<file path="src/mme_pkg.sv">
package mme_pkg;

	// Fixed field widths of the channels and the product, and the number of fraction bits.
	localparam int IDX_W = 6;
	localparam int CFG_W = 7;
	localparam int Q_W = 16;
	localparam int PROD_W = 2 * Q_W;
	localparam int FRAC_BITS = 12;

	// Q4.12 clamp limits.
	localparam int Q_MAX = 32767;
	localparam int Q_MIN = -32768;

	// Operation codes of an input item.
	localparam logic [1:0] OP_LOAD_A = 2'd0;
	localparam logic [1:0] OP_LOAD_B = 2'd1;
	localparam logic [1:0] OP_COMPUTE = 2'd2;

	// Configuration register indexes.
	localparam logic [1:0] REG_A_ROWS = 2'd0;
	localparam logic [1:0] REG_A_COLS = 2'd1;
	localparam logic [1:0] REG_B_ROWS = 2'd2;
	localparam logic [1:0] REG_B_COLS = 2'd3;

	// Sequencer states.
	typedef enum logic [1:0] {
		ST_IDLE,
		ST_RUN,
		ST_DRAIN,
		ST_FIN
	} state_t;

	// Control from the sequencer to the multiply-accumulate unit.
	typedef struct packed {
		logic clr;
		logic vld;
	} mac_ctrl_t;

endpackage

</file>
<file path="src/mme_mac.sv">
module mme_mac #(
	parameter int ACC_W = 39
) (
	input  logic                        clk,
	input  logic                        arst_n,
	input  mme_pkg::mac_ctrl_t          ctrl,
	input  logic [mme_pkg::Q_W-1:0]     a_data,
	input  logic [mme_pkg::Q_W-1:0]     b_data,
	output logic                        busy,
	output logic [mme_pkg::Q_W-1:0]     q_value,
	output logic                        q_sat
);

	localparam logic signed [ACC_W-1:0] SAT_HI = ACC_W'(mme_pkg::Q_MAX);
	localparam logic signed [ACC_W-1:0] SAT_LO = ACC_W'(mme_pkg::Q_MIN);

	logic signed [mme_pkg::PROD_W-1:0] prod_s2;
	logic                              prod_vld_s2;
	logic signed [ACC_W-1:0]           acc_q;
	logic signed [ACC_W-1:0]           shifted;

	// Valid flag of the product stage.
	always_ff @(posedge clk or negedge arst_n) begin
		if (!arst_n) begin
			prod_vld_s2 <= 1'b0;
		end else begin
			prod_vld_s2 <= ctrl.vld;
		end
	end

	// Exact product, then full-width accumulation.
	always_ff @(posedge clk) begin
		prod_s2 <= $signed(a_data) * $signed(b_data);
		if (ctrl.clr) begin
			acc_q <= '0;
		end else if (prod_vld_s2) begin
			acc_q <= acc_q + ACC_W'(prod_s2);
		end
	end

	assign busy = prod_vld_s2;

	// Drop the fraction bits (floor), then clamp to the Q4.12 range.
	always_comb begin
		shifted = acc_q >>> mme_pkg::FRAC_BITS;
		if (shifted > SAT_HI) begin
			q_value = mme_pkg::Q_W'(mme_pkg::Q_MAX);
			q_sat = 1'b1;
		end else if (shifted < SAT_LO) begin
			q_value = mme_pkg::Q_W'(mme_pkg::Q_MIN);
			q_sat = 1'b1;
		end else begin
			q_value = shifted[mme_pkg::Q_W-1:0];
			q_sat = 1'b0;
		end
	end

endmodule

</file>
<file path="config.mk">
export PLATFORM = sky130hd
export DESIGN_NAME = mme_mac
export DESIGN_NICKNAME = d
export VERILOG_FILES = /design/src/mme_pkg.sv /design/src/mme_mac.sv
export SDC_FILE = /design/constraint.sdc
export NUM_CORES = 1
export LEC_CHECK = 0
export BUFFER_PORTS_ARGS = -buffer_cell sky130_fd_sc_hd__buf_2
export CAP_MARGIN = 20
export CELL_PAD_IN_SITES_DETAIL_PLACEMENT = 1
export CELL_PAD_IN_SITES_GLOBAL_PLACEMENT = 2
export CORE_MARGIN = 2
export CORE_UTILIZATION = 45
export CTS_BUF_LIST = sky130_fd_sc_hd__clkbuf_8
export DETAILED_ROUTE_END_ITERATION = 12
export PLACE_DENSITY_LB_ADDON = 0.1
export SKIP_CTS_REPAIR_TIMING = 1
export SYNTH_ARGS = -nofsm -noshare
export SYNTH_HDL_FRONTEND = slang
export SYNTH_SLANG_ARGS = --single-unit
</file>
<file path="constraint.sdc">
create_clock -name clk -period 8.6 [get_ports clk]
set_input_delay 1.72 -clock clk [delete_from_list [all_inputs] [get_ports clk]]
set_output_delay 1.72 -clock clk [all_outputs]
set_load 0.01 [all_outputs]
</file>
==> results.toml <==
[hold_path]
kind_of_path_behind_the_tightest_hold_check = "flip-flop to flip-flop"
hold_path.startpoint = "acc_q[11]$_SDFFE_PP0P_"
worst_hold_path.num_cells = 2
worst_hold_path.endpoint = "acc_q[11]$_SDFFE_PP0P_"

[run_status]
outcome = "finished, final reports clean"

[route]
via_count = 10400
first_iter_violations = 381
drt-vias-per-instance = 5.19
antenna_left = 0
drcViolationCount = 0
totalWireLength_mm = 35.6
detail_route.first_pass.iterations = 4
wire_per_inst_um = 17.8

[cells_and_area]
area.growth.synth_to_final_pct = 6.08
antenna_cells_inserted = 0
fin_nets = 2019
drive_gt1_share_pct = 6.42
most-common-layout-cells = "sky130_fd_sc_hd__inv_1, sky130_fd_sc_hd__fa_1, sky130_fd_sc_hd__nand2_1"
filler_cell_count = 3626
final_common_cell = "sky130_fd_sc_hd__inv_1"

[setup_path]
critical_path.startpoint = "a_data[7]"
cell_count_of_the_worst_reg_to_reg_path = 11
worst-endpoint-required_ns = 8.87
cp-start-kind = "input pin"
worstReg2RegStart = "acc_q[0]$_SDFFE_PP0P_"
critical_path.reg2reg.endpoint = "acc_q[38]$_SDFFE_PP0P_"
worstSetupPathType = "input pin to flip-flop"
cp_data_arrival_time_ns = 7.75
ff2ff_setup_slack_ns = 5.45
cp-end-kind = "flip-flop"
timing.critical_path.fanout_max = 16

[floorplan]
floorplan.initialDensity_pct = 45.8
io_pins = 54
rows = 64
dieWidth_um = 181
floorplan.die_area_um2 = 32700
core-area_um2 = 30700
die_h_um = 181

[synth]
synth_cell_type_count = 72
async_reset_ff_share_pct = 1.39
synthesis.instances = 1575
number_of_enable_flip_flop_cells_after_synthesis = 0
average_instance_area_after_synthesis_um2 = 8.92
ys_ff_latch = 72
post_synth_instance_area_um2 = 14100
number_of_synthesis_warnings = 0
seq_area_frac_synth_pct = 10.3
synth.net_count = 1994
synth_ff_type = "sky130_fd_sc_hd__dfxtp_1"

[placement]
gp_routability_congestion = 0.848
buffer_ports.inserted = 53
detailed_placer_s_ending_hpwl_mm = 30.0

[global_routing]
grt_overflow = 0
grt_max_degree = 42
grt_pass1_wl_mm = 60.9
grtUsageTotal_pct = 23.2
number_of_antenna_violations_at_the_first_check_in_global_routing = 0
grt_pass1_vias = 11500

[clock_network]
clkLatencyLatePin_ns = 0.38
clk_root_buffer_cell = "sky130_fd_sc_hd__clkbuf_8"
h-tree-depth = 3
numClockSinks = 72
cts_buffer_count = 9
clockBufferDepth = 2
tritoncts = "yes"
clk_pin_slew_ns = 0.08

[timing]
max_slew.worst_pin.slew_ns = 0.902
timing.setup.tns_ns = 0
setup_repair_after_global_routing_missed_its_margin = "no"
crit_share_post_route_pct = 87.0
max_transition_margin_pct = 39.9
timing_hold_violations_final = 0
timing.final.setup_violations = 0
final_worst_path_period_need_ns = 7.48
pins_over_their_slew_limit = 0
achievable-frequency_mhz = 134
clock-skew-final_ns = 0.0151

[flow_run]
maxCapViolations = 0
## worst max-delay path by stage
stage                          endpoint  slack, ns
floorplan           prod_s2[31]$_DFF_P_       1.18
global placement    prod_s2[31]$_DFF_P_       0.78
detailed placement  prod_s2[31]$_DFF_P_       0.69
CTS                 prod_s2[31]$_DFF_P_       1.09
global route        prod_s2[31]$_DFF_P_       0.80
finish              prod_s2[31]$_DFF_P_       1.12
## synth_stat cells (3+ instances only)
library cell,instances,area share (%)
sky130_fd_sc_hd__o211a_1,3,0.21
sky130_fd_sc_hd__nor4_1,3,0.13
sky130_fd_sc_hd__nand2b_1,8,0.36
sky130_fd_sc_hd__mux2i_1,9,0.64
sky130_fd_sc_hd__ha_1,120,11
sky130_fd_sc_hd__xor2_1,14,0.87
sky130_fd_sc_hd__a211o_1,3,0.19
sky130_fd_sc_hd__nand2_1,171,4.6
sky130_fd_sc_hd__o211ai_1,6,0.32
sky130_fd_sc_hd__o31ai_1,5,0.27
sky130_fd_sc_hd__a21o_1,31,1.7
sky130_fd_sc_hd__nand3b_1,6,0.32
sky130_fd_sc_hd__and2_1,131,5.8
sky130_fd_sc_hd__a21oi_1,58,2.1
sky130_fd_sc_hd__or2_2,6,0.27
sky130_fd_sc_hd__nor2b_1,6,0.27
sky130_fd_sc_hd__and3_1,8,0.36
sky130_fd_sc_hd__a31oi_1,11,0.49
sky130_fd_sc_hd__nor3_1,17,0.61
sky130_fd_sc_hd__o21ai_0,36,1.3
sky130_fd_sc_hd__nand4_1,4,0.18
sky130_fd_sc_hd__a2111o_1,3,0.24
sky130_fd_sc_hd__nand3_1,17,0.61
sky130_fd_sc_hd__or3_1,6,0.27
sky130_fd_sc_hd__o21ai_1,4,0.14
sky130_fd_sc_hd__nor3b_1,4,0.21
sky130_fd_sc_hd__a211oi_1,16,0.85
sky130_fd_sc_hd__fa_1,263,37
sky130_fd_sc_hd__a21boi_0,4,0.21
sky130_fd_sc_hd__inv_1,305,8.1
sky130_fd_sc_hd__xnor2_1,34,2.1
sky130_fd_sc_hd__dfxtp_1,71,10
sky130_fd_sc_hd__o21a_1,27,1.4
sky130_fd_sc_hd__clkbuf_1,44,1.2
sky130_fd_sc_hd__nor2_1,71,1.9
## final cells by class
type	instances	area (um^2)	area share (%)
multi-input combinational	1151	11300	75.7
sequential	72	1450	9.70
inverter	306	1150	7.70
tap	396	495	3.32
timing repair buffer	60	322	2.16
clock buffer	11	151	1.02
clock inverter	5	55.1	0.369
## logic make-up after synthesis
family / share of synthesized area (%)
compound gates: 11.8
mux: 0.748
xor+xnor: 2.99
fa+ha+maj: 48.1
simple gates: 16.6
flops: 10.3
buf+inv: 9.41
## worst max-delay path, stage by stage
cell	delay, ns
sky130_fd_sc_hd__buf_2	0.20
sky130_fd_sc_hd__and2_1	0.22
sky130_fd_sc_hd__fa_1	0.53
sky130_fd_sc_hd__inv_1	0.05
sky130_fd_sc_hd__fa_1	0.51
sky130_fd_sc_hd__fa_1	0.52
sky130_fd_sc_hd__inv_1	0.05
sky130_fd_sc_hd__fa_1	0.47
sky130_fd_sc_hd__fa_1	0.55
sky130_fd_sc_hd__inv_1	0.06
sky130_fd_sc_hd__fa_1	0.53
sky130_fd_sc_hd__inv_1	0.04
sky130_fd_sc_hd__ha_1	0.34
sky130_fd_sc_hd__and3_1	0.20
sky130_fd_sc_hd__a221o_1	0.38
sky130_fd_sc_hd__a21o_1	0.20
sky130_fd_sc_hd__o21bai_2	0.14
sky130_fd_sc_hd__a31oi_1	0.10
sky130_fd_sc_hd__buf_4	0.17
sky130_fd_sc_hd__a211o_1	0.27
sky130_fd_sc_hd__a2111o_1	0.36
sky130_fd_sc_hd__o211a_1	0.13
## state kept, by name, summed over array words and instances, names as in the netlist
signal,count
acc_q,39
busy,1
prod_s2,32
## stage by stage
| stage | hold WS (ns) | setup WS (ns) | std cells | cell area, um^2 | utilization, % |
|---|---|---|---|---|---|
| final | 0.500 | 1.12 | 2001 | 14900 | 48.6 |
| after global routing | 0.528 | 0.803 | 2001 | 14900 | 48.6 |
| after CTS | 0.503 | 1.09 | 2000 | 14900 | 48.6 |
| after detailed placement | 0.487 | 0.692 | 1984 | 14700 | 47.9 |
| after global placement | 0.476 | 0.780 | 1984 | 14700 | 47.9 |
| after floorplan | 0.458 | 1.18 | 1575 | 14100 | - |
## per-layer routing
metal	vias to the layer above	GRT usage [%]	part of all wire, %
met4	0	3.58	0.89
met3	17	2.82	3.2
met1	5228	34.1	51
met5	-	0	0
li1	5021	-	-
met2	126	37.4	45
Power is not shown: default switching activity piles up to over one toggle a cycle in this logic, so the estimate is an artifact.
